==> src/rtl/plrd_pkg.sv <==
// Shared constants, codes and types of the line RLE image decoder.
package plrd_pkg;

   localparam int MAX_WIDTH    = 1024;
   localparam int GROUP_PIXELS = 16;
   localparam int ADDR_W       = $clog2(MAX_WIDTH);
   localparam int POS_W        = 11;
   localparam int WORD_W       = 24;

   localparam logic [2:0] REG_WIDTH  = 3'd0;
   localparam logic [2:0] REG_HEIGHT = 3'd1;
   localparam logic [2:0] REG_ORG_X  = 3'd2;
   localparam logic [2:0] REG_ORG_Y  = 3'd3;
   localparam logic [2:0] REG_TRANS  = 3'd4;
   localparam logic [2:0] REG_KEY    = 3'd5;
   localparam logic [2:0] REG_DRAW   = 3'd6;

   localparam logic [7:0] CODE_ABOVE = 8'hFF;
   localparam logic [7:0] CODE_TWO   = 8'hFE;
   localparam logic [7:0] CODE_FILL  = 8'hFD;
   localparam logic [7:0] CODE_PAIR  = 8'hFC;
   localparam logic [7:0] CODE_ESC_HI = 8'hFB;
   localparam logic [7:0] CODE_ESC_LO = 8'hF8;

   localparam logic [1:0] SRC_ABOVE = 2'd0;
   localparam logic [1:0] SRC_TWO   = 2'd1;
   localparam logic [1:0] SRC_FILL  = 2'd2;
   localparam logic [1:0] SRC_PAIR  = 2'd3;

   typedef struct packed {
      logic [10:0] image_width;
      logic [10:0] image_height;
      logic [9:0]  origin_x;
      logic [9:0]  origin_y;
      logic        transparency_on;
      logic [7:0]  key_index;
      logic        draw_enable;
   } cfg_type;

   typedef struct packed {
      logic [10:0] column;
      logic [10:0] row;
      logic [63:0] pixels_low;
      logic [63:0] pixels_high;
      logic [4:0]  pixel_count;
      logic [15:0] write_mask;
      logic        row_end;
      logic        image_end;
      logic        last;
   } rsp_type;

endpackage

==> src/rtl/plrd_ifs.sv <==


interface plrd_csr_if;
   logic        valid;
   logic        ready;
   logic [2:0]  index;
   logic [10:0] data;
   modport source (output valid, output index, output data, input ready);
   modport sink (input valid, input index, input data, output ready);
endinterface

==> src/rtl/plrd_csr.sv <==
// Configuration register file of the line RLE image decoder.
module plrd_csr (
   input  logic               clock,
   input  logic               reset,
   plrd_csr_if.sink           csr_ch,
   output plrd_pkg::cfg_type  cfg
);
   plrd_pkg::cfg_type cfg_ff, cfg_in;

   always_comb begin
      cfg_in = cfg_ff;
      if (csr_ch.valid) begin
         unique case (csr_ch.index)
            plrd_pkg::REG_WIDTH:  cfg_in.image_width = csr_ch.data;
            plrd_pkg::REG_HEIGHT: cfg_in.image_height = csr_ch.data;
            plrd_pkg::REG_ORG_X:  cfg_in.origin_x = csr_ch.data[9:0];
            plrd_pkg::REG_ORG_Y:  cfg_in.origin_y = csr_ch.data[9:0];
            plrd_pkg::REG_TRANS:  cfg_in.transparency_on = csr_ch.data[0];
            plrd_pkg::REG_KEY:    cfg_in.key_index = csr_ch.data[7:0];
            plrd_pkg::REG_DRAW:   cfg_in.draw_enable = csr_ch.data[0];
            default: ;
         endcase
      end
   end

   always_ff @(posedge clock) begin
      if (reset) begin
         cfg_ff.image_width     <= 11'd640;
         cfg_ff.image_height    <= 11'd400;
         cfg_ff.origin_x        <= '0;
         cfg_ff.origin_y        <= '0;
         cfg_ff.transparency_on <= 1'b0;
         cfg_ff.key_index       <= '0;
         cfg_ff.draw_enable     <= 1'b1;
      end else begin
         cfg_ff <= cfg_in;
      end
   end

   assign csr_ch.ready = 1'b1;
   assign cfg = cfg_ff;
endmodule

==> src/flat_wrapper.sv <==
// flat-port wrapper written by rule: the top's interface ports become plain ports
module plrd_csr_flat 
  (clock, reset, cfg, csr_ch_valid, csr_ch_index, csr_ch_data, csr_ch_ready);
  plrd_csr_if csr_ch_i ();
  input  logic clock;
  input  logic reset;
  output plrd_pkg::cfg_type cfg;
  input wire logic [$bits(csr_ch_i.valid)-1:0] csr_ch_valid;
  input wire logic [$bits(csr_ch_i.index)-1:0] csr_ch_index;
  input wire logic [$bits(csr_ch_i.data)-1:0] csr_ch_data;
  output wire logic [$bits(csr_ch_i.ready)-1:0] csr_ch_ready;
  assign csr_ch_i.valid = csr_ch_valid;
  assign csr_ch_i.index = csr_ch_index;
  assign csr_ch_i.data = csr_ch_data;
  assign csr_ch_ready = csr_ch_i.ready;
  plrd_csr u_core (.clock(clock), .reset(reset), .csr_ch(csr_ch_i), .cfg(cfg));
endmodule
==> config.mk <==
export PLATFORM = sky130hd
export DESIGN_NAME = plrd_csr_flat
export DESIGN_NICKNAME = d
export VERILOG_FILES = /design/src/rtl/plrd_pkg.sv /design/src/rtl/plrd_ifs.sv /design/src/rtl/plrd_csr.sv /design/src/flat_wrapper.sv
export SDC_FILE = /design/constraint.sdc
export NUM_CORES = 1
export LEC_CHECK = 0
export CELL_PAD_IN_SITES_DETAIL_PLACEMENT = 1
export CELL_PAD_IN_SITES_GLOBAL_PLACEMENT = 1
export CORE_MARGIN = 2
export CORE_UTILIZATION = 40
export CTS_CLUSTER_DIAMETER = 30
export CTS_CLUSTER_SIZE = 8
export DETAILED_ROUTE_END_ITERATION = 12
export DONT_BUFFER_PORTS = 1
export PLACE_DENSITY = 0.76
export SLEW_MARGIN = 5
export SYNTH_ARGS = -nofsm -noshare
export SYNTH_HDL_FRONTEND = slang
export SYNTH_SLANG_ARGS = --single-unit
==> constraint.sdc <==
create_clock -name clock -period 1.1 [get_ports clock]
set_input_delay 0.165 -clock clock [delete_from_list [all_inputs] [get_ports clock]]
set_output_delay 0.165 -clock clock [all_outputs]
set_load 0.01 [all_outputs]
==> flow_metrics.tcl <==
set metrics [dict create \
    hold_viol 0 \
    setup_viol 0 \
    cts_setup_buffers 0 \
    antenna_cells 0 \
    outcome "complete, no violations" \
    synth-compound-area-share 0 \
    regToRegStartpoint "u_core.cfg[2]$_SDFFE_PP0P_" \
    drt_iter0_markers 44 \
    drive_above_1_share 0.0707 \
    numCtsBuffers 5 \
    drt-total-wl_um 5010 \
    port_buffers 0 \
    timing.final.crit_share 0.805 \
    synth_seq_cells 52 \
    min_from "csr_ch_data[0]" \
    globalRoute.totalOverflow 0 \
    min_to "u_core.cfg[0]$_SDFFE_PP1P_" \
    crit_arrival_ps 720 \
    p_leak_nw 1.02 \
    root_buffer "clkbuf_8" \
    dieArea_um2 6030 \
    routedWlPerCell_um 18.7 \
    syn_area_um2 2170 \
    fmax_mhz 1130 \
    gp_congestion 0.687 \
    cts-resized-gates 0 \
    rsz0062_at_grt "false" \
    critPathKind "reg -> out" \
    fin_nets 214 \
    design.core.area_um2 5170 \
    synthMuxAreaShare 0.240 \
    synth-simple-area-share 0.235 \
    htreeDepth 2 \
    ios 70 \
    antenna_left 0 \
    drtPass1Iterations 4 \
    grt_pass1_wl_um 7970 \
    clkSlewWorstSetupHoldPaths_ps 90 \
    drc 0 \
    fin_skew_ps 0 \
    fin_util 0.448 \
    report.final.slew_viol_count 0 \
    clk_latency_ps 290 \
    reg2reg_slack_ps 340 \
    largest_reg_flops 52 \
    syn_to_final_growth_pct 6.75 \
    synth_top_area_share 0.480 \
    hp-class "in -> reg" \
    clock-sinks 52 \
    finalSetupTns_ps 0 \
    yosysTopAreaCell "dfxtp_1" \
    synthTopCellsByArea "dfxtp_1 48%, mux2i_1 24%, nand2b_1 16%" \
    cts_tree "yes" \
    start_util 0.419 \
    syn_nets 219 \
    grt_pass1_vias 1435 \
    fin_cells 268 \
    maxCapViolCount 0 \
    power.density_nw_per_um2 1480 \
    peakVddDrop_mv 0.744 \
    yosys.cell_types.count 15 \
    die_height_um 77.6 \
    fin_crit_ps 885 \
    cp.required_ps 940 \
    antenna_found_initial 0 \
    r2r-end "u_core.cfg[2]$_SDFFE_PP0P_" \
    fillers 570 \
    synth-adder-area-share 0 \
    vias_per_cell 5.18 \
    fp.dieW_um 77.6 \
    seq_area_frac_synth 0.480 \
    dr_total_vias 1388 \
    grt.total_usage 0.171 \
    ctsHoldBuffers 0 \
    hpwl_um 3620 \
    cts_buffer_depth 2 \
    r2r_cells 2 \
    min_path_cells 2 \
    dp.cells 260 \
    row_count 26 \
    worstSetupEndpointType "output port" \
    grt_max_degree 69 \
    cp_max_fo 2 \
    synthCells 202 \
    power_mw 3.43 \
    synth_top_family_by_area "multiplexers" \
    start_kind "flip-flop" \
    yosysWarnings 0 \
    synth_xor_area_frac 0 \
    avgSynthCellArea_um2 10.7 \
]
[cell usage in the layout (no fill, tap or decap)]
cell type	n
clkinv_2	1
nor2_1	11
nor4b_1	1
nand2b_1	57
dfxtp_1	52
mux2i_1	52
clkbuf_8	5
or4b_4	1
nor4bb_1	2
clkbuf_1	1
nand4b_1	3
nand4bb_1	2
bufinv_16	1
conb_1	1
and4b_1	2
buf_4	6
[metal layers]
layer	vias up	wire [µm]	track usage
met2	45	2600	0.301
li1	654	-	-
met5	-	0	0
met1	685	1960	0.191
met3	4	413	0.0651
met4	0	38	0.0500
[cell usage after synthesis (all sizes together)]
cell type / count
mux2i: 52
or4b: 1
clkbuf: 9
nor2: 11
nor4bb: 2
nor4b: 1
nand2b: 57
conb: 1
dfxtp: 52
nand4b: 3
nand4bb: 2
buf: 9
and4b: 2
[worst max-delay path by stage]
| stage | from | endpoint | slack [ps] | cells after the start |
|---|---|---|---|---|
| after floorplan | csr_ch_index[0] | u_core.cfg[41]$_SDFFE_PP0P_ | -90 | 4 |
| after global placement | csr_ch_index[0] | u_core.cfg[41]$_SDFFE_PP0P_ | 1 | 2 |
| after detailed placement | csr_ch_index[0] | u_core.cfg[43]$_SDFFE_PP0P_ | -20 | 2 |
| after CTS | u_core.cfg[5]$_SDFFE_PP0P_ | cfg[5] | 200 | 0 |
| after global routing | u_core.cfg[5]$_SDFFE_PP0P_ | cfg[5] | 170 | 0 |
| final | u_core.cfg[5]$_SDFFE_PP0P_ | cfg[5] | 210 | 0 |
[kinds of logic after synthesis]
kind of cell  count (synthesis)
buf+inv                      18
flops                        52
mux                          52
other cells                   1
simple gates                 79
[where the power goes]
part / internal (mW) / leakage (nW) / switching (mW)
clock network: 0.676 / 0.0552 / 0.605
logic: 0.0970 / 0.542 / 0.0773
registers: 1.92 / 0.421 / 0.0499
total: 2.70 / 1.02 / 0.732
[stage by stage]
stage               area (µm²)  hold WS (ps)  worst slack (ps)
finish                    2310          38.3               215
global route              2310          31.3               169
CTS                       2310          31.9               201
detailed placement        2210           352             -15.8
global placement          2210           333              1.34
floorplan                 2180           326             -87.7
[layout make-up]
type / count / area, µm² / share of cell area
clock buffer: 6 / 72.6 / 0.0314
timing repair buffer: 6 / 45.0 / 0.0195
sequential: 52 / 1040 / 0.450
tap: 70 / 87.6 / 0.0378
multi-input combinational: 132 / 1030 / 0.446
clock inverter: 2 / 35.0 / 0.0151
(Power assumes the default switching activity.)
