===== src/rtl/plrd_ram.sv =====
// Generic single-port-write, registered-read RAM.
module plrd_ram #(
   parameter int WIDTH = 8,
   parameter int DEPTH = 16
) (
   input  logic                     clock,
   input  logic                     wr_en,
   input  logic [$clog2(DEPTH)-1:0] wr_addr,
   input  logic [WIDTH-1:0]         wr_data,
   input  logic                     rd_en,
   input  logic [$clog2(DEPTH)-1:0] rd_addr,
   output logic [WIDTH-1:0]         rd_data
);
   logic [WIDTH-1:0] mem_ff [DEPTH];
   logic [WIDTH-1:0] rd_data_ff;

   always_ff @(posedge clock) begin
      if (wr_en) begin
         mem_ff[wr_addr] <= wr_data;
      end
      if (rd_en) begin
         rd_data_ff <= mem_ff[rd_addr];
      end
   end

   assign rd_data = rd_data_ff;
endmodule


===== config.mk =====
export PLATFORM = sky130hd
export DESIGN_NAME = plrd_ram
export DESIGN_NICKNAME = d
export VERILOG_FILES = /design/src/rtl/plrd_ram.sv
export SDC_FILE = /design/constraint.sdc
export NUM_CORES = 1
export LEC_CHECK = 0
export BUFFER_PORTS_ARGS = -buffer_cell sky130_fd_sc_hd__buf_2
export CAP_MARGIN = 20
export CORE_ASPECT_RATIO = 1.4
export CORE_MARGIN = 2
export CORE_UTILIZATION = 45
export CTS_BUF_LIST = sky130_fd_sc_hd__clkbuf_4
export DETAILED_ROUTE_END_ITERATION = 16
export GPL_TIMING_DRIVEN = 0
export PLACE_DENSITY_LB_ADDON = 0.25
export SYNTH_ARGS = -nofsm -noshare
export SYNTH_HDL_FRONTEND = slang
export SYNTH_SLANG_ARGS = --single-unit

===== constraint.sdc =====
create_clock -name clock -period 4 [get_ports clock]
set_clock_uncertainty 0.2 [all_clocks]
set_input_delay 0.6 -clock clock [delete_from_list [all_inputs] [get_ports clock]]
set_output_delay 0.6 -clock clock [all_outputs]
set_load 0.01 [all_outputs]

==> results.sh, run 1 <==
export IMPL_status="finished clean"
export IMPL_synth_seq_cells=136
export IMPL_vias=2420
export IMPL_dieArea_mm2=0.0125
export IMPL_design_area_mm2=0.00583
export IMPL_netlist_area_mm2=0.00523
export IMPL_grt_pass1_wl_um=14900
export IMPL_clock_latency_ps=520
export IMPL_overflow=0
export IMPL_cts_root_buf="clkbuf_4"
export IMPL_synthCells=229
export IMPL_ios=27
export IMPL_syn_nets=248
export IMPL_clock_path_buffers=2
export IMPL_ys_types=18
export IMPL_final_net_count=296
export IMPL_antenna_found_initial=1
export IMPL_peakVddDrop_mv=0.173
export IMPL_worstMarginPinSlew_ps=812
export IMPL_critPathMaxStageDelay_ps=520
export IMPL_cts_tree="built"
export IMPL_cts_hold_buffers=0
export IMPL_initialDrtViolationCount=238
export IMPL_cp_arrival_ps=2000
export IMPL_drtPass1Iterations=4
export IMPL_path_max_fanout=5
export IMPL_die_h_um=132
export IMPL_hp_class="input pin to flip-flop"
export IMPL_cp_end_kind="flip-flop"
export IMPL_synth_area_leaders="edfxtp_1 78%, mux4_2 7.8%, mux4_1 7.0%"
export IMPL_fp_dieW_um=95.1
export IMPL_remaining_drc_errors=0
export IMPL_cp_required_ps=4030
export IMPL_synth_top_cell_area_share_pct=78.1
export IMPL_maxCapViolCount=0
export IMPL_synth_top_cell_by_area="edfxtp_1"
export IMPL_syn_to_final_growth_pct=11.4
export IMPL_post_synth_cell_area_avg_um2=22.8
export IMPL_crit_slowest_cell="or3b_2"
export IMPL_crit_path_cell_trace="buf_2 -> or3b_2 -> nor3_1 -> buf_4"
export IMPL_tns_ps=0
export IMPL_start_kind="input pin"
export IMPL_finalCritPeriodShare_pct=49.2
export IMPL_r2r_slack_ps=2220
export IMPL_routed_via_density=5.58
export IMPL_cts_buffers=17
export IMPL_ys_seq_area_share_pct=78.1
export IMPL_finalHoldViolCount=0
export IMPL_cp_top_family="simple AND/OR/NAND/NOR gates"
export IMPL_grt_max_degree=17
export IMPL_grt_pass1_vias=2602
export IMPL_post_cts_buffers=0
export IMPL_slew_viol_final=0
export IMPL_grt_use_total_pct=17.4
export IMPL_clkTransAtPathRegs_ps=110
export IMPL_gp_congestion=0.736
export IMPL_cts_resized=0
export IMPL_post_drt_wl_per_cell_um=22.5
export IMPL_p_per_area_mw_per_mm2=445
export IMPL_dp_hpwl_um=6570
export IMPL_drive_gt1_share_pct=30.4
export IMPL_rsz0062_at_grt="no"
export IMPL_rows=46
export IMPL_start_util_pct=46.1
export IMPL_htreeDepth=4
export IMPL_portBuffers=25
export IMPL_cts_sink_count=136
export IMPL_cp_num_buf_inv=2
export IMPL_setup_viol=0
export IMPL_postPlaceCellArea_mm2=0.00556
export IMPL_finalCriticalPeriod_ps=1970
export IMPL_finalCoreUtilization_pct=51.4
export IMPL_p_leak_nw=1.93
export IMPL_slew_headroom_pct=45.7
export IMPL_antenna_left=0
export IMPL_criticalPathCategory="input pin to flip-flop"
export IMPL_drt_wl_total_um=9780
export IMPL_core_area_mm2=0.0113
export IMPL_ys_warn_count=0
export IMPL_total_power_w=0.00259
export IMPL_fmax_mhz=508
==> state kept, by name (all words and copies together), names as in the netlist <==
| signal | count |
|---|---|
| mem_ff | 128 |
| rd_data | 8 |
==> final timing paths <==
| kind | from | to | depth (start not counted) |
|---|---|---|---|
| min reg2reg | mem_ff[14][2] | rd_data[2] | 3 |
| max | wr_addr[2] | mem_ff[0][5] | 4 |
| max reg2reg | mem_ff[1][3] | rd_data[3] | 3 |
| min | rd_en | rd_data[0] | 1 |
==> layer usage <==
metal / share of wire (%) / GRT usage [%]
met5: 0 / 0
met1: 37 / 20.9
met2: 55 / 28.6
met3: 5.5 / 5.33
met4: 2.3 / 7.81
==> worst reg2reg max path: cells and delay by family (launching register included) <==
kind,cells,cell delay (ps)
AOI/OAI and AO/OA,1,280
DFF,1,380
and+or+nand+nor,1,110
muxes,1,590
==> placed cells by master, fill, tap and decap left out <==
master / count
a22oi_1: 16
and2_1: 1
and2b_1: 1
buf_2: 29
buf_4: 4
buf_6: 3
bufinv_16: 2
clkbuf_4: 21
clkdlybuf4s25_2: 3
clkinv_1: 1
clkinv_2: 5
clkinv_4: 1
clkinvlp_4: 1
diode_2: 1
edfxtp_1: 136
mux4_1: 14
mux4_2: 18
nand2_1: 9
nand2b_1: 2
nand3_1: 1
nand3b_1: 2
nor2_1: 13
nor2b_1: 1
nor3_1: 4
or3b_2: 1
==> report_power, final <==
part	internal, W	leakage [nW]	switching [W]
Combinational	0.0000627	0.539	0.0000904
Clock	0.000389	0.150	0.000439
Sequential	0.00160	1.24	0.00000663
==> through the flow <==
step,setup WS [ps],hold WS [ps],std cells
CTS,2050,163,433
finish,2030,218,434
global route,2010,147,434
floorplan,1710,499,229
global placement,1110,536,398
detailed placement,1470,539,402
==> synthesized netlist by cell type <==
| master | number |
|---|---|
| edfxtp_1 | 136 |
| mux4_2 | 18 |
| a22oi_1 | 16 |
| mux4_1 | 14 |
| nor2_1 | 13 |
| nand2_1 | 9 |
| nor3_1 | 4 |
| buf_2 | 3 |
| buf_6 | 3 |
| clkdlybuf4s25_2 | 3 |
| nand2b_1 | 2 |
| nand3b_1 | 2 |
| and2_1 | 1 |
| and2b_1 | 1 |
| buf_4 | 1 |
| nand3_1 | 1 |
| nor2b_1 | 1 |
| or3b_2 | 1 |
==> final cells by class <==
| class | count | area, µm² |
|---|---|---|
| Fill cell | 908 | 5510 |
| Sequential cell | 136 | 4080 |
| Multi-Input combinational cell | 83 | 1060 |
| Tap cell | 144 | 180 |
| Clock buffer | 21 | 158 |
| Timing Repair Buffer | 29 | 153 |
| Clock inverter | 10 | 105 |
| Buffer | 10 | 86.3 |
| Antenna cell | 1 | 2.50 |
==> cells by family after synthesis <==
group | after synthesis | synth area share [%]
mux | 32 | 14.8
compound gates | 16 | 2.30
flops | 136 | 78.1
buf+inv | 10 | 1.65
simple gates | 35 | 3.14
Power figures use the tool's default switching activity.
==> run 2, diff against run 1 <==
==> constraint.sdc (replaced) <==
create_clock -name clock -period 1.8 [get_ports clock]
set_clock_uncertainty 0.2 [all_clocks]
set_input_delay 0.27 -clock clock [delete_from_list [all_inputs] [get_ports clock]]
set_output_delay 0.27 -clock clock [all_outputs]
set_load 0.01 [all_outputs]
==> run 2 against run 1 <==
Net effect:
- die area stayed put
- critical endpoint is now rd_data[0]
- setup slack worse by 2000 ps
- hold slack worse by 160 ps
- global-route usage is 0.24 points lower
- sequential power is 120% higher
- total power is 120% higher
- highest routed layer unchanged
- non-clock buffer count is 10 higher
==> results.sh, run 2 (same netlist as run 1, synthesis figures left out) <==
export IMPL_critPathMaxStageDelay_ps=530
export IMPL_grt_pass1_vias=2473
export IMPL_status="finished clean"
export IMPL_cts_buffers=17
export IMPL_die_h_um=132
export IMPL_largest_register="mem_ff"
export IMPL_finalCritPeriodShare_pct=98.0
export IMPL_maxCapViolCount=0
export IMPL_initialDrtViolationCount=249
export IMPL_finalHoldViolCount=0
export IMPL_clkTransAtPathRegs_ps=110
export IMPL_crit_slowest_cell="mux4_1"
export IMPL_setup_viol=0
export IMPL_final_net_count=306
export IMPL_fp_dieW_um=95.1
export IMPL_fillCellCount=877
export IMPL_rsz0062_at_grt="no"
export IMPL_cts_tree="built"
export IMPL_final_cell_mix="136 x edfxtp_1, 29 x buf_2, 21 x clkbuf_4"
export IMPL_fmax_mhz=567
export IMPL_drtPass1Iterations=4
export IMPL_path_max_fanout=1
export IMPL_cp_num_buf_inv=0
export IMPL_place_ws_ps=-337
export IMPL_cts_resized=0
export IMPL_overflow=0
export IMPL_start_kind="flip-flop"
export IMPL_rows=46
export IMPL_dieArea_mm2=0.0125
export IMPL_p_switching_w=0.00119
export IMPL_worstMarginPinSlew_ps=820
export IMPL_post_drt_wl_per_cell_um=21.6
export IMPL_peakVddDrop_mv=0.441
export IMPL_cp_required_ps=1880
export IMPL_slew_viol_final=0
export IMPL_design_area_mm2=0.00591
export IMPL_r2r_slack_ps=40
export IMPL_finalCriticalPeriod_ps=1760
export IMPL_seqPwrFrac_pct=63.6
export IMPL_hold_depth=2
export IMPL_p_per_area_mw_per_mm2=952
export IMPL_cts_sink_count=136
export IMPL_criticalPathCategory="flip-flop to flip-flop"
export IMPL_clock_path_buffers=2
export IMPL_p_clk_share_pct=30.1
export IMPL_grt_max_degree=17
export IMPL_antenna_left=0
export IMPL_cp_arrival_ps=1840
export IMPL_core_area_mm2=0.0113
export IMPL_cp_top_family="multiplexers"
export IMPL_largest_register_ffs=128
export IMPL_remaining_drc_errors=0
export IMPL_switching_share_pct=21.1
export IMPL_setup_slack_ps=35.4
export IMPL_combPwrFrac_pct=6.4
export IMPL_hold_start="wr_addr[0]"
export IMPL_grt_use_total_pct=17.2
export IMPL_drive_gt1_share_pct=28.7
export IMPL_slew_headroom_pct=45.1
export IMPL_dp_hpwl_um=6450
export IMPL_hp_class="input pin to flip-flop"
export IMPL_cp_end_kind="flip-flop"
export IMPL_finalCoreUtilization_pct=52.1
export IMPL_ios=27
export IMPL_rr_worst_depth=3
export IMPL_start_util_pct=46.1
export IMPL_drt_wl_total_um=9600
export IMPL_grt_pass1_wl_um=14600
export IMPL_antenna_found_initial=1
export IMPL_p_int_w=0.00444
export IMPL_post_cts_buffers=0
export IMPL_postPlaceCellArea_mm2=0.00556
export IMPL_vias=2458
export IMPL_cts_root_buf="clkbuf_4"
export IMPL_clock_latency_ps=520
export IMPL_syn_to_final_growth_pct=13.1
export IMPL_tns_ps=0
export IMPL_final_common_cell="edfxtp_1"
export IMPL_routed_via_density=5.52
export IMPL_hold_path_endpoint="mem_ff[0][7]"
export IMPL_htreeDepth=4
export IMPL_reg2reg_from="mem_ff[1][0]"
export IMPL_gp_congestion=0.775
export IMPL_total_power_w=0.00563
export IMPL_p_leak_nw=1.96
export IMPL_crit_path_cell_trace="mux4_1 -> a22oi_1 -> nand2_1"
export IMPL_portBuffers=25
export IMPL_r2r_end="rd_data[0]"
[run 2: worst reg2reg max path, cell delays in order, from the launching register on]
cell and delay (ps):
edfxtp_1 390, mux4_1 530, a22oi_1 300, nand2_1 100
[run 2: worst max path at each step]
stage / endpoint / from / slack, ps / cells after the start
6_report: rd_data[0] / mem_ff[1][0] / 40 / 3
4_1_cts: rd_data[0] / mem_ff[1][0] / 40 / 3
2_1_floorplan: rd_data[1] / rd_addr[0] / 50 / 5
5_1_grt: rd_data[0] / mem_ff[1][0] / 0.02 / 3
3_3_place_gp: mem_ff[8][3] / wr_addr[2] / -520 / 3
3_5_place_dp: mem_ff[1][0] / wr_addr[2] / -340 / 3
[run 2: per-stage QoR]
step,std cells,hold slack (ps)
final,445,53.1
after global routing,445,29.3
after CTS,444,11.8
after detailed placement,401,420
after global placement,398,400
after floorplan,229,169
[run 2: per-layer routing]
metal,track usage (%),share of wire [%]
met1,21.8,40
met2,28.2,54
met3,4.70,4.9
met4,6.36,1.6
met5,0,0
[run 2: power groups by stage]
stage	clock (W)	sequential (W)	combinational (W)
2_1_floorplan	0	0.00366	0.000180
3_3_place_gp	0	0.00364	0.000338
3_5_place_dp	0	0.00365	0.000345
4_1_cts	0.00173	0.00358	0.000365
5_1_grt	0.00188	0.00358	0.000389
6_report	0.00169	0.00358	0.000358
[run 2: timing repair]
action | 4_1_cts | 5_1_grt
hold endpoints to repair | 138 | 0
hold buffers | 11 | 0
setup endpoints to repair | 0 | 0
[run 2: area by class of cell]
cell class / instances / area (µm²) / share of cell area (%)
timing repair buffer: 39 / 255 / 4.32
tap: 144 / 180 / 3.05
clock inverter: 11 / 82.6 / 1.40
antenna: 1 / 2.50 / 0.0423
multi-input combinational: 83 / 1060 / 18.0
sequential: 136 / 4080 / 69.1
clock buffer: 21 / 158 / 2.67
buffer: 10 / 86.3 / 1.46
==> run 3, diff against run 2 <==
==> constraint.sdc (replaced) <==
create_clock -name clock -period 1.8 [get_ports clock]
set_clock_uncertainty 0.2 [all_clocks]
set_input_delay 0.09 -clock clock [delete_from_list [all_inputs] [get_ports clock]]
set_output_delay 0.09 -clock clock [all_outputs]
set_load 0.01 [all_outputs]
==> run 3 against run 2 <==
Net effect:
- the run now ends with negative hold slack left
- cell area rose by 1.1%
- sequential share of layout area fell by 0.75 points
- non-clock buffer count rose by 4
- critical path depth rose by 3
- count of clock-buffer cells in the layout did not move
- die area did not move
- via count rose by 2.0%
- routed wire length rose by 3.4%
- final cell count rose by 0.67%
- critical endpoint is now rd_data[4]
- largest cell class unchanged
- register-to-register slack barely moved
==> results.sh, run 3 (same netlist as run 1, synthesis figures left out) <==
export IMPL_status="finished, violations left"
export IMPL_violations="negative hold slack"
export IMPL_final_net_count=310
export IMPL_cp_end_kind="flip-flop"
export IMPL_routed_via_density=5.60
export IMPL_vias=2507
export IMPL_finalHoldViolCount=5
export IMPL_setup_slack_ps=39.5
export IMPL_cts_buffers=17
export IMPL_cp_arrival_ps=1850
export IMPL_cts_tree="built"
export IMPL_final_common_cell="edfxtp_1"
export IMPL_place_ws_ps=-222
export IMPL_layout_cells_non_filler=448
export IMPL_drive_gt1_share_pct=29.7
export IMPL_final_cell_mix="136 x edfxtp_1, 29 x buf_2, 21 x clkbuf_4"
export IMPL_syn_to_final_growth_pct=14.3
export IMPL_largest_register_ffs=128
export IMPL_initialDrtViolationCount=219
export IMPL_hp_class="input pin to flip-flop"
export IMPL_grt_use_total_pct=17.7
export IMPL_cts_hold_buffers=15
export IMPL_largest_register="mem_ff"
export IMPL_core_area_mm2=0.0113
export IMPL_clock_path_buffers=2
export IMPL_rr_worst_depth=3
export IMPL_peakVddDrop_mv=0.389
export IMPL_maxCapViolCount=0
export IMPL_r2r_end="rd_data[3]"
export IMPL_die_h_um=132
export IMPL_antenna_found_initial=1
export IMPL_reg2reg_from="mem_ff[1][3]"
export IMPL_clock_latency_ps=530
export IMPL_gp_congestion=0.736
export IMPL_hold_slack_ps=-70.7
export IMPL_hold_path_endpoint="mem_ff[0][7]"
export IMPL_path_max_fanout=10
export IMPL_slew_viol_final=0
export IMPL_slew_headroom_pct=45.6
export IMPL_drt_wl_total_um=9920
export IMPL_cts_root_buf="clkbuf_4"
export IMPL_start_kind="input pin"
export IMPL_rows=46
export IMPL_p_per_area_mw_per_mm2=970
export IMPL_setup_viol=0
export IMPL_finalCritPeriodShare_pct=97.8
export IMPL_placedCellCount=402
export IMPL_p_leak_nw=1.98
export IMPL_hold_depth=3
export IMPL_overflow=0
export IMPL_ios=27
export IMPL_worstMarginPinSlew_ps=813
export IMPL_fmax_mhz=568
export IMPL_clkTransAtPathRegs_ps=110
export IMPL_drtPass1Iterations=4
export IMPL_rsz0062_at_grt="no"
export IMPL_r2r_slack_ps=50
export IMPL_remaining_drc_errors=0
export IMPL_dieArea_mm2=0.0125
export IMPL_grt_pass1_vias=2667
export IMPL_dp_hpwl_um=6570
export IMPL_antenna_left=0
export IMPL_finalCoreUtilization_pct=52.7
export IMPL_fillCellCount=899
export IMPL_post_drt_wl_per_cell_um=22.1
export IMPL_fp_dieW_um=95.1
export IMPL_cts_sink_count=136
export IMPL_criticalPathCategory="input pin to flip-flop"
export IMPL_cp_required_ps=1890
export IMPL_finalCriticalPeriod_ps=1760
export IMPL_htreeDepth=4
export IMPL_hold_start="wr_addr[2]"
export IMPL_start_util_pct=46.1
export IMPL_portBuffers=25
export IMPL_grt_pass1_wl_um=15100
export IMPL_grt_max_degree=17
## run 3: cell types whose count changed in the layout (fill, tap and decap cells not counted)
cell	change
a22oi_2	+1
dlygate4sd3_1	+3
buf_4	+1
clkinv_4	-1
a22oi_1	-1
bufinv_16	+1
clkinv_2	+1
clkinv_1	-3
clkinvlp_4	+1
## run 3: layer usage
layer	GRT usage, %	wire length (µm)	up-vias
met4	7.81	302	0
met1	20.9	3630	1286
met3	5.28	544	21
li1	-	-	1110
met2	29.5	5440	90
met5	0	0	-
## run 3: report_power, final
part | switching (W) | internal (W)
clock | 0.000989 | 0.000863
combinational | 0.000207 | 0.000159
sequential | 0.0000147 | 0.00356
total | 0.00121 | 0.00458
## run 3: area by class of cell
cell class	count	area, µm²	area share [%]
flip-flops and latches	136	4080	68.3
multi-input cells	83	1070	17.9
repair buffers	43	293	4.90
well taps	144	180	3.02
clock buffers	21	158	2.64
clock inverters	10	105	1.76
plain buffers	10	86.3	1.44
diodes	1	2.50	0.0419
## run 3: how the worst max path moves through the flow
stage	startpoint	end	slack (ps)
final	rd_addr[1]	rd_data[4]	40
after global routing	mem_ff[1][3]	rd_data[3]	2
after CTS	wr_en	mem_ff[12][4]	2
after detailed placement	wr_addr[2]	mem_ff[0][2]	-220
after global placement	wr_addr[2]	mem_ff[0][2]	-580
after floorplan	wr_addr[2]	mem_ff[0][0]	20
## run 3: stage by stage
stage | TNS, ps | area (µm²) | power [W]
finish | 0 | 5980 | 0.00580
global route | 0 | 5980 | 0.00602
CTS | 0 | 5970 | 0.00584
detailed placement | -5680 | 5560 | 0.00400
global placement | -14970 | 5530 | 0.00398
floorplan | 0 | 5230 | 0.00384
## run 3: repair_timing
item	in CTS	in global routing
endpoints found under the hold margin	167	8
setup endpoints to repair	0	11
gates resized for setup	0	2
buffers inserted	0	0
## run 3: critical path, stage by stage
cell,delay [ps]
dlygate4sd3_1,520
buf_2,160
buf_2,300
mux4_2,400
a22oi_1,260
nand2_1,110
