**src/rtl/plrd_pkg.sv**
```systemverilog
// Shared constants, codes and types of the line RLE image decoder.
package plrd_pkg;

   localparam int MAX_WIDTH    = 1024;
   localparam int GROUP_PIXELS = 16;
   localparam int ADDR_W       = $clog2(MAX_WIDTH);
   localparam int POS_W        = 11;
   localparam int WORD_W       = 24;

   localparam logic [2:0] REG_WIDTH  = 3'd0;
   localparam logic [2:0] REG_HEIGHT = 3'd1;
   localparam logic [2:0] REG_ORG_X  = 3'd2;
   localparam logic [2:0] REG_ORG_Y  = 3'd3;
   localparam logic [2:0] REG_TRANS  = 3'd4;
   localparam logic [2:0] REG_KEY    = 3'd5;
   localparam logic [2:0] REG_DRAW   = 3'd6;

   localparam logic [7:0] CODE_ABOVE = 8'hFF;
   localparam logic [7:0] CODE_TWO   = 8'hFE;
   localparam logic [7:0] CODE_FILL  = 8'hFD;
   localparam logic [7:0] CODE_PAIR  = 8'hFC;
   localparam logic [7:0] CODE_ESC_HI = 8'hFB;
   localparam logic [7:0] CODE_ESC_LO = 8'hF8;

   localparam logic [1:0] SRC_ABOVE = 2'd0;
   localparam logic [1:0] SRC_TWO   = 2'd1;
   localparam logic [1:0] SRC_FILL  = 2'd2;
   localparam logic [1:0] SRC_PAIR  = 2'd3;

   typedef struct packed {
      logic [10:0] image_width;
      logic [10:0] image_height;
      logic [9:0]  origin_x;
      logic [9:0]  origin_y;
      logic        transparency_on;
      logic [7:0]  key_index;
      logic        draw_enable;
   } cfg_type;

   typedef struct packed {
      logic [10:0] column;
      logic [10:0] row;
      logic [63:0] pixels_low;
      logic [63:0] pixels_high;
      logic [4:0]  pixel_count;
      logic [15:0] write_mask;
      logic        row_end;
      logic        image_end;
      logic        last;
   } rsp_type;

endpackage

```
**src/rtl/plrd_ctrl.sv**
```systemverilog
// Parser and run sequencer: read-modify-write of the line history memory.
module plrd_ctrl (
   input  logic                          clock,
   input  logic                          reset,
   input  plrd_pkg::cfg_type             cfg,
   input  logic                          req_valid,
   input  logic [7:0]                    req_code,
   input  logic                          req_start,
   output logic                          req_ready,
   output logic                          ram_wr_en,
   output logic [plrd_pkg::ADDR_W-1:0]   ram_wr_addr,
   output logic [plrd_pkg::WORD_W-1:0]   ram_wr_data,
   output logic                          ram_rd_en,
   output logic [plrd_pkg::ADDR_W-1:0]   ram_rd_addr,
   input  logic [plrd_pkg::WORD_W-1:0]   ram_rd_data,
   output logic                          rsp_valid,
   input  logic                          rsp_ready,
   output plrd_pkg::rsp_type             rsp
);
   localparam logic [3:0] S_IDLE   = 4'd0;
   localparam logic [3:0] S_CLEAR  = 4'd1;
   localparam logic [3:0] S_PARSE  = 4'd2;
   localparam logic [3:0] S_START  = 4'd3;
   localparam logic [3:0] S_RD     = 4'd4;
   localparam logic [3:0] S_WR     = 4'd5;
   localparam logic [3:0] S_EMIT   = 4'd6;
   localparam logic [3:0] S_RUNEND = 4'd7;
   localparam logic [3:0] S_SHIFT  = 4'd8;
   localparam logic [3:0] S_ROWEND = 4'd9;

   localparam logic [2:0] PH_CODE   = 3'd0;
   localparam logic [2:0] PH_COPY_N = 3'd1;
   localparam logic [2:0] PH_FILL_N = 3'd2;
   localparam logic [2:0] PH_FILL_B = 3'd3;
   localparam logic [2:0] PH_PAIR_N = 3'd4;
   localparam logic [2:0] PH_PAIR_A = 3'd5;
   localparam logic [2:0] PH_PAIR_B = 3'd6;
   localparam logic [2:0] PH_ESC    = 3'd7;

   localparam int PW = plrd_pkg::POS_W;
   localparam logic [PW-1:0] CLEAR_LAST = PW'(plrd_pkg::MAX_WIDTH - 1);
   localparam logic [PW-1:0] MAXW = PW'(plrd_pkg::MAX_WIDTH);
   localparam logic [4:0] GROUP_N = 5'(plrd_pkg::GROUP_PIXELS);

   logic [3:0]    state_ff, state_in;
   logic          pend_ff, pend_in;
   logic [7:0]    byte_ff, byte_in;
   logic [2:0]    phase_ff, phase_in;
   logic [7:0]    code_ff, code_in;
   logic [8:0]    len_ff, len_in;
   logic [7:0]    first_ff, first_in;
   logic [PW-1:0] col_ff, col_in;
   logic [PW-1:0] row_ff, row_in;
   logic          done_ff, done_in;
   logic [1:0]    kind_ff, kind_in;
   logic [9:0]    n_ff, n_in;
   logic [7:0]    a_ff, a_in;
   logic [7:0]    b_ff, b_in;
   logic [PW-1:0] take_ff, take_in;
   logic          erow_ff, erow_in;
   logic          eimg_ff, eimg_in;
   logic [PW-1:0] i_ff, i_in;
   logic [PW-1:0] gs_ff, gs_in;
   logic [4:0]    gcnt_ff, gcnt_in;
   logic [127:0]  pix_ff, pix_in;
   logic [15:0]   mask_ff, mask_in;
   logic [PW-1:0] cnt_ff, cnt_in;
   logic          rv_ff, rv_in;
   plrd_pkg::rsp_type rsp_ff, rsp_in;

   logic [PW-1:0] eff_w, eff_h, room, take_c;
   logic [PW:0]   col_take, row_next;
   logic [7:0]    pix_v;
   logic [PW-1:0] x_sum;

   always_comb begin
      if (cfg.image_width == '0) begin
         eff_w = PW'(1);
      end else if (cfg.image_width > MAXW) begin
         eff_w = MAXW;
      end else begin
         eff_w = cfg.image_width;
      end
      eff_h = (cfg.image_height == '0) ? PW'(1) : cfg.image_height;
      room = eff_w - col_ff;
      take_c = ({1'b0, n_ff} < room) ? {1'b0, n_ff} : room;
      col_take = {1'b0, col_ff} + {1'b0, take_c};
      row_next = {1'b0, row_ff} + (PW+1)'(1);
      x_sum = col_ff + i_ff;
      unique case (kind_ff)
         plrd_pkg::SRC_ABOVE: pix_v = ram_rd_data[15:8];
         plrd_pkg::SRC_TWO:   pix_v = ram_rd_data[7:0];
         plrd_pkg::SRC_FILL:  pix_v = a_ff;
         default:             pix_v = i_ff[0] ? b_ff : a_ff;
      endcase
   end

   always_comb begin
      state_in = state_ff; pend_in = pend_ff; byte_in = byte_ff;
      phase_in = phase_ff; code_in = code_ff; len_in = len_ff; first_in = first_ff;
      col_in = col_ff; row_in = row_ff; done_in = done_ff;
      kind_in = kind_ff; n_in = n_ff; a_in = a_ff; b_in = b_ff;
      take_in = take_ff; erow_in = erow_ff; eimg_in = eimg_ff;
      i_in = i_ff; gs_in = gs_ff; gcnt_in = gcnt_ff; pix_in = pix_ff; mask_in = mask_ff;
      cnt_in = cnt_ff; rv_in = rv_ff; rsp_in = rsp_ff;
      ram_wr_en = 1'b0; ram_wr_addr = '0; ram_wr_data = '0;
      ram_rd_en = 1'b0; ram_rd_addr = '0;
      if (rv_ff && rsp_ready) begin
         rv_in = 1'b0;
      end
      unique case (state_ff)
         S_IDLE: begin
            if (req_valid) begin
               byte_in = req_code;
               if (req_start) begin
                  phase_in = PH_CODE; code_in = '0; len_in = '0; first_in = '0;
                  col_in = '0; row_in = '0; done_in = 1'b0;
                  pend_in = 1'b1; cnt_in = '0;
                  state_in = S_CLEAR;
               end else begin
                  state_in = S_PARSE;
               end
            end
         end
         S_CLEAR: begin
            ram_wr_en = 1'b1;
            ram_wr_addr = cnt_ff[plrd_pkg::ADDR_W-1:0];
            cnt_in = cnt_ff + PW'(1);
            if (cnt_ff == CLEAR_LAST) begin
               state_in = pend_ff ? S_PARSE : S_IDLE;
               pend_in = 1'b0;
            end
         end
         S_PARSE: begin
            state_in = S_IDLE;
            if (!done_ff) begin
               unique case (phase_ff)
                  PH_CODE: begin
                     code_in = byte_ff;
                     if (byte_ff == plrd_pkg::CODE_ABOVE || byte_ff == plrd_pkg::CODE_TWO) begin
                        phase_in = PH_COPY_N;
                     end else if (byte_ff == plrd_pkg::CODE_FILL) begin
                        phase_in = PH_FILL_N;
                     end else if (byte_ff == plrd_pkg::CODE_PAIR) begin
                        phase_in = PH_PAIR_N;
                     end else if (byte_ff >= plrd_pkg::CODE_ESC_LO) begin
                        phase_in = PH_ESC;
                     end else begin
                        code_in = code_ff;
                        kind_in = plrd_pkg::SRC_FILL; n_in = 10'd1; a_in = byte_ff;
                        state_in = S_START;
                     end
                  end
                  PH_COPY_N: begin
                     phase_in = PH_CODE;
                     kind_in = (code_ff == plrd_pkg::CODE_ABOVE) ? plrd_pkg::SRC_ABOVE
                                                                 : plrd_pkg::SRC_TWO;
                     n_in = {2'b0, byte_ff} + 10'd3;
                     state_in = S_START;
                  end
                  PH_FILL_N: begin
                     len_in = {1'b0, byte_ff} + 9'd4;
                     phase_in = PH_FILL_B;
                  end
                  PH_FILL_B: begin
                     phase_in = PH_CODE;
                     kind_in = plrd_pkg::SRC_FILL; n_in = {1'b0, len_ff}; a_in = byte_ff;
                     state_in = S_START;
                  end
                  PH_PAIR_N: begin
                     len_in = {1'b0, byte_ff} + 9'd3;
                     phase_in = PH_PAIR_A;
                  end
                  PH_PAIR_A: begin
                     first_in = byte_ff;
                     phase_in = PH_PAIR_B;
                  end
                  PH_PAIR_B: begin
                     phase_in = PH_CODE;
                     kind_in = plrd_pkg::SRC_PAIR; n_in = {len_ff, 1'b0};
                     a_in = first_ff; b_in = byte_ff;
                     state_in = S_START;
                  end
                  default: begin
                     phase_in = PH_CODE;
                     kind_in = plrd_pkg::SRC_FILL; n_in = 10'd1; a_in = byte_ff;
                     state_in = S_START;
                  end
               endcase
            end
         end
         S_START: begin
            if (col_ff >= eff_w) begin
               cnt_in = '0;
               state_in = cfg.draw_enable ? S_SHIFT : S_ROWEND;
            end else begin
               take_in = take_c;
               erow_in = col_take >= {1'b0, eff_w};
               eimg_in = (col_take >= {1'b0, eff_w}) && (row_next >= {1'b0, eff_h});
               i_in = '0; gs_in = '0; gcnt_in = '0; pix_in = '0; mask_in = '0;
               state_in = S_RD;
            end
         end
         S_RD: begin
            ram_rd_en = 1'b1;
            ram_rd_addr = x_sum[plrd_pkg::ADDR_W-1:0];
            state_in = S_WR;
         end
         S_WR: begin
            ram_wr_en = 1'b1;
            ram_wr_addr = x_sum[plrd_pkg::ADDR_W-1:0];
            ram_wr_data = {pix_v, ram_rd_data[15:0]};
            pix_in[{gcnt_ff[3:0], 3'b000} +: 8] = pix_v;
            mask_in[gcnt_ff[3:0]] = !(cfg.transparency_on && pix_v == cfg.key_index);
            gcnt_in = gcnt_ff + 5'd1;
            i_in = i_ff + PW'(1);
            if (i_in == take_ff || gcnt_in == GROUP_N) begin
               if (cfg.draw_enable) begin
                  state_in = S_EMIT;
               end else if (i_in == take_ff) begin
                  state_in = S_RUNEND;
               end else begin
                  gs_in = i_in; gcnt_in = '0; pix_in = '0; mask_in = '0;
                  state_in = S_RD;
               end
            end else begin
               state_in = S_RD;
            end
         end
         S_EMIT: begin
            if (!rv_ff || rsp_ready) begin
               rv_in = 1'b1;
               rsp_in.column = PW'({1'b0, cfg.origin_x}) + col_ff + gs_ff;
               rsp_in.row = PW'({1'b0, cfg.origin_y}) + row_ff;
               rsp_in.pixels_low = pix_ff[63:0];
               rsp_in.pixels_high = pix_ff[127:64];
               rsp_in.pixel_count = gcnt_ff;
               rsp_in.write_mask = mask_ff;
               rsp_in.row_end = (i_ff == take_ff) && erow_ff;
               rsp_in.image_end = (i_ff == take_ff) && eimg_ff;
               rsp_in.last = (i_ff == take_ff);
               gs_in = i_ff; gcnt_in = '0; pix_in = '0; mask_in = '0;
               state_in = (i_ff == take_ff) ? S_RUNEND : S_RD;
            end
         end
         S_RUNEND: begin
            col_in = col_ff + take_ff;
            cnt_in = '0;
            if (erow_ff) begin
               state_in = cfg.draw_enable ? S_SHIFT : S_ROWEND;
            end else begin
               state_in = S_IDLE;
            end
         end
         S_SHIFT: begin
            if (cnt_ff < eff_w) begin
               ram_rd_en = 1'b1;
               ram_rd_addr = cnt_ff[plrd_pkg::ADDR_W-1:0];
            end
            if (cnt_ff != '0) begin
               ram_wr_en = 1'b1;
               ram_wr_addr = cnt_ff[plrd_pkg::ADDR_W-1:0] - plrd_pkg::ADDR_W'(1);
               ram_wr_data = {ram_rd_data[23:16], ram_rd_data[23:16], ram_rd_data[15:8]};
            end
            cnt_in = cnt_ff + PW'(1);
            if (cnt_ff == eff_w) begin
               state_in = S_ROWEND;
            end
         end
         S_ROWEND: begin
            col_in = '0;
            row_in = row_next[PW-1:0];
            if (row_next[PW-1:0] >= eff_h) begin
               done_in = 1'b1;
            end
            state_in = S_IDLE;
         end
         default: state_in = S_IDLE;
      endcase
   end

   always_ff @(posedge clock) begin
      if (reset) begin
         state_ff <= S_CLEAR; pend_ff <= 1'b0; cnt_ff <= '0;
         phase_ff <= PH_CODE; code_ff <= '0; len_ff <= '0; first_ff <= '0;
         col_ff <= '0; row_ff <= '0; done_ff <= 1'b0; rv_ff <= 1'b0;
      end else begin
         state_ff <= state_in; pend_ff <= pend_in; cnt_ff <= cnt_in;
         phase_ff <= phase_in; code_ff <= code_in; len_ff <= len_in; first_ff <= first_in;
         col_ff <= col_in; row_ff <= row_in; done_ff <= done_in; rv_ff <= rv_in;
      end
   end

   always_ff @(posedge clock) begin
      byte_ff <= byte_in; kind_ff <= kind_in; n_ff <= n_in; a_ff <= a_in; b_ff <= b_in;
      take_ff <= take_in; erow_ff <= erow_in; eimg_ff <= eimg_in;
      i_ff <= i_in; gs_ff <= gs_in; gcnt_ff <= gcnt_in; pix_ff <= pix_in;
      mask_ff <= mask_in; rsp_ff <= rsp_in;
   end

   assign req_ready = (state_ff == S_IDLE);
   assign rsp_valid = rv_ff;
   assign rsp = rsp_ff;
endmodule

```
**config.mk**
```make
export PLATFORM = sky130hd
export DESIGN_NAME = plrd_ctrl
export DESIGN_NICKNAME = d
export VERILOG_FILES = /design/src/rtl/plrd_pkg.sv /design/src/rtl/plrd_ctrl.sv
export SDC_FILE = /design/constraint.sdc
export NUM_CORES = 1
export LEC_CHECK = 0
export BUFFER_PORTS_ARGS = -buffer_cell sky130_fd_sc_hd__buf_2
export CAP_MARGIN = 20
export CORE_MARGIN = 2
export CORE_UTILIZATION = 26
export CTS_CLUSTER_DIAMETER = 60
export DETAILED_ROUTE_END_ITERATION = 7
export SYNTH_ARGS = -nofsm -noshare
export SYNTH_HDL_FRONTEND = slang
export SYNTH_SLANG_ARGS = --single-unit
```
**constraint.sdc**
```tcl
create_clock -name clock -period 7.4 [get_ports clock]
set_clock_uncertainty 0.15 [all_clocks]
set_input_delay 0.37 -clock clock [delete_from_list [all_inputs] [get_ports clock]]
set_output_delay 0.37 -clock clock [all_outputs]
set_load 0.03 [all_outputs]
```
==> metrics.yaml <==
grt:
  grt_max_degree: 151
  grt_overflow: 0
  grtUsageTotal_pct: 15.8
  grt_first_pass_wirelength_mm: 113
  grt_pass1_vias: 17295
  antenna_found_initial: 15
yosys:
  synth_area_mm2: 0.0242
  synth-main-ff-cell: "edfxtp_1"
  syn_avg_cell_area_um2: 10.6
  ys_warn_count: 0
  ys_seq_elements: 462
  async_flop_share_pct: 0
  synth_cell_types: 74
  postSynthCellCount: 2280
  synth_edf_count: 394
  synth_seq_area_share_pct: 54.5
floorplanning:
  initial_core_util_pct: 26.3
  die_area_mm2: 0.0956
  dieHeight_um: 309
  die_w_um: 309
  core_mm2: 0.0919
  ios: 311
  num_rows: 111
route:
  via_per_inst: 4.86
  avgRoutedWirePerCell_um: 20.1
  wirelength_mm: 77.9
  drcViolationCount: 0
  vias: 18799
  ant_nets: 0
  initialDrtViolationCount: 1696
  firstDrtPassIters: 6
clock_tree:
  postCtsHoldBufs: 10
  cts.path.max_buffers: 3
  cts.sinks: 462
  cts_tree: "yes"
  cts-root-buf: "clkbuf_16"
  cts.clk_slew.worst_paths_ns: 0.06
  postCtsSetupBuffers: 0
  cts.repair.resized: 0
  clkLatencyLatePin_ns: 0.64
  h-tree-depth: 2
  cts_inserted_buffers: 56
sta:
  max_clock_freq_ghz: 0.148
  hold_viol_final: 0
  post-route-min-period_ns: 6.75
  setup_tns_ns: 0
  period_share_pct: 91.3
  setup_viol: 0
  rsz0062_at_grt: "false"
  worst_pin_slew_ns: 1.02
  final-max-slew-violation-count: 0
  whs_ns: 0.0634
  max_slew_margin_pct: 31.6
setup_path:
  crit_fanout: 5
  crit_type: "flip-flop to flip-flop"
  cpMaxStageDelayCell: "a2111oi_0"
  slowest_delay_ns: 0.61
  end_kind: "flip-flop"
  cp.required_ns: 7.63
  arrival_ns: 6.98
  critPathLaunchType: "flip-flop"
placed_design:
  gp_congestion: 0.882
  hpwl_mm: 57.4
  dpl-instance-area_mm2: 0.0272
  portBuffers: 310
cells_and_area:
  largest_reg_flops: 174
  finalInstanceArea_mm2: 0.0292
  syn2layout_area_growth_pct: 20.8
  layout_common_cells: "edfxtp_1, buf_2, nor2_1"
  final_nets: 2805
  drive_gt1_share_pct: 17.9
  layout_commonest_cell: "edfxtp_1"
power_and_ir_drop:
  finalPower_mw: 5.91
  vdd_ir_drop_max_v: 0.000165
  power.leakage_nw: 10.9
  power.density_mw_per_mm2: 202
flow_run:
  max_cap_viol_count: 0
worst_hold_path:
  hold_path_class: "input pin to flip-flop"
status:
  run_status: "finished, final reports clean"
[final cells by class]
class / instances / area (um^2)
diodes: 1 / 2.50
clock buffers: 71 / 1510
clock inverters: 34 / 398
fillers: 9431 / 62700
inverters: 97 / 364
multi-input cells: 1608 / 10300
flip-flops and latches: 462 / 13200
well taps: 1243 / 1560
repair buffers: 355 / 1950
[final timing paths]
path | cells past startpoint | to | from | slack [ns]
hold reg to reg | 0 | rsp[44] | pix_ff[84] | 0.29
setup / recovery | 29 | eimg_ff | col_ff[0] | 0.65
setup reg to reg | 29 | eimg_ff | col_ff[0] | 0.65
hold / removal | 3 | rsp[154] | cfg[12] | 0.06
[routing by layer]
metal	track usage (%)	up-vias	part of all wire, %
met2	23.8	677	43
li1	-	8957	-
met5	0	-	0.073
met4	5.10	10	2.8
met3	3.54	110	7.4
met1	22.3	9045	46
[cell usage after synthesis (all sizes together) (29+ instances only)]
master | instances | area (um^2)
xor2 | 44 | 385
mux2i | 47 | 470
nor2 | 279 | 1050
a21oi | 217 | 1090
nor3 | 96 | 490
dfxtp | 68 | 1360
o21ai | 106 | 531
ha | 120 | 1500
a21o | 29 | 218
nand3 | 50 | 255
edfxtp | 394 | 11800
clkbuf | 87 | 327
inv | 96 | 360
xnor2 | 62 | 543
nand2 | 190 | 713
[stage by stage]
| stage | util [%] | worst slack [ns] | instances |
|---|---|---|---|
| 4_1_cts | 31.8 | 0.704 | 3869 |
| 3_5_place_dp | 29.6 | 0.196 | 3754 |
| 3_3_place_gp | 29.6 | 0.214 | 3754 |
| 2_1_floorplan | - | 0.977 | 2281 |
| 6_report | 31.8 | 0.647 | 3871 |
| 5_1_grt | 31.8 | 0.132 | 3871 |
[logic make-up (layout without fill, tap and decap cells)]
logic type | count (synthesis) | after routing | share of synthesized area (%)
simple gates | 765 | 765 | 14.5
compound gates | 545 | 545 | 14.0
mux | 54 | 54 | 2.27
flops | 462 | 462 | 54.5
buf+inv | 211 | 557 | 3.40
other cells | 1 | 3 | 0.0155
fa+ha+maj | 136 | 136 | 7.52
xor+xnor | 106 | 106 | 3.83
[worst max-delay path: cells and delay by family, from the launching register on]
family	cells	cell delay, ns
simple gates	4	0.85
mux	1	0.20
buf+inv	2	0.23
xor+xnor	1	0.12
compound gates	16	3.16
fa+ha+maj	5	1.45
flops	1	0.34
[where the power goes]
group | leakage (nW) | switching, mW | internal [mW]
Sequential | 4.47 | 0.00527 | 2.79
Clock | 0.925 | 1.15 | 1.67
Combinational | 5.54 | 0.180 | 0.117
Power figures use the tool's default switching activity.
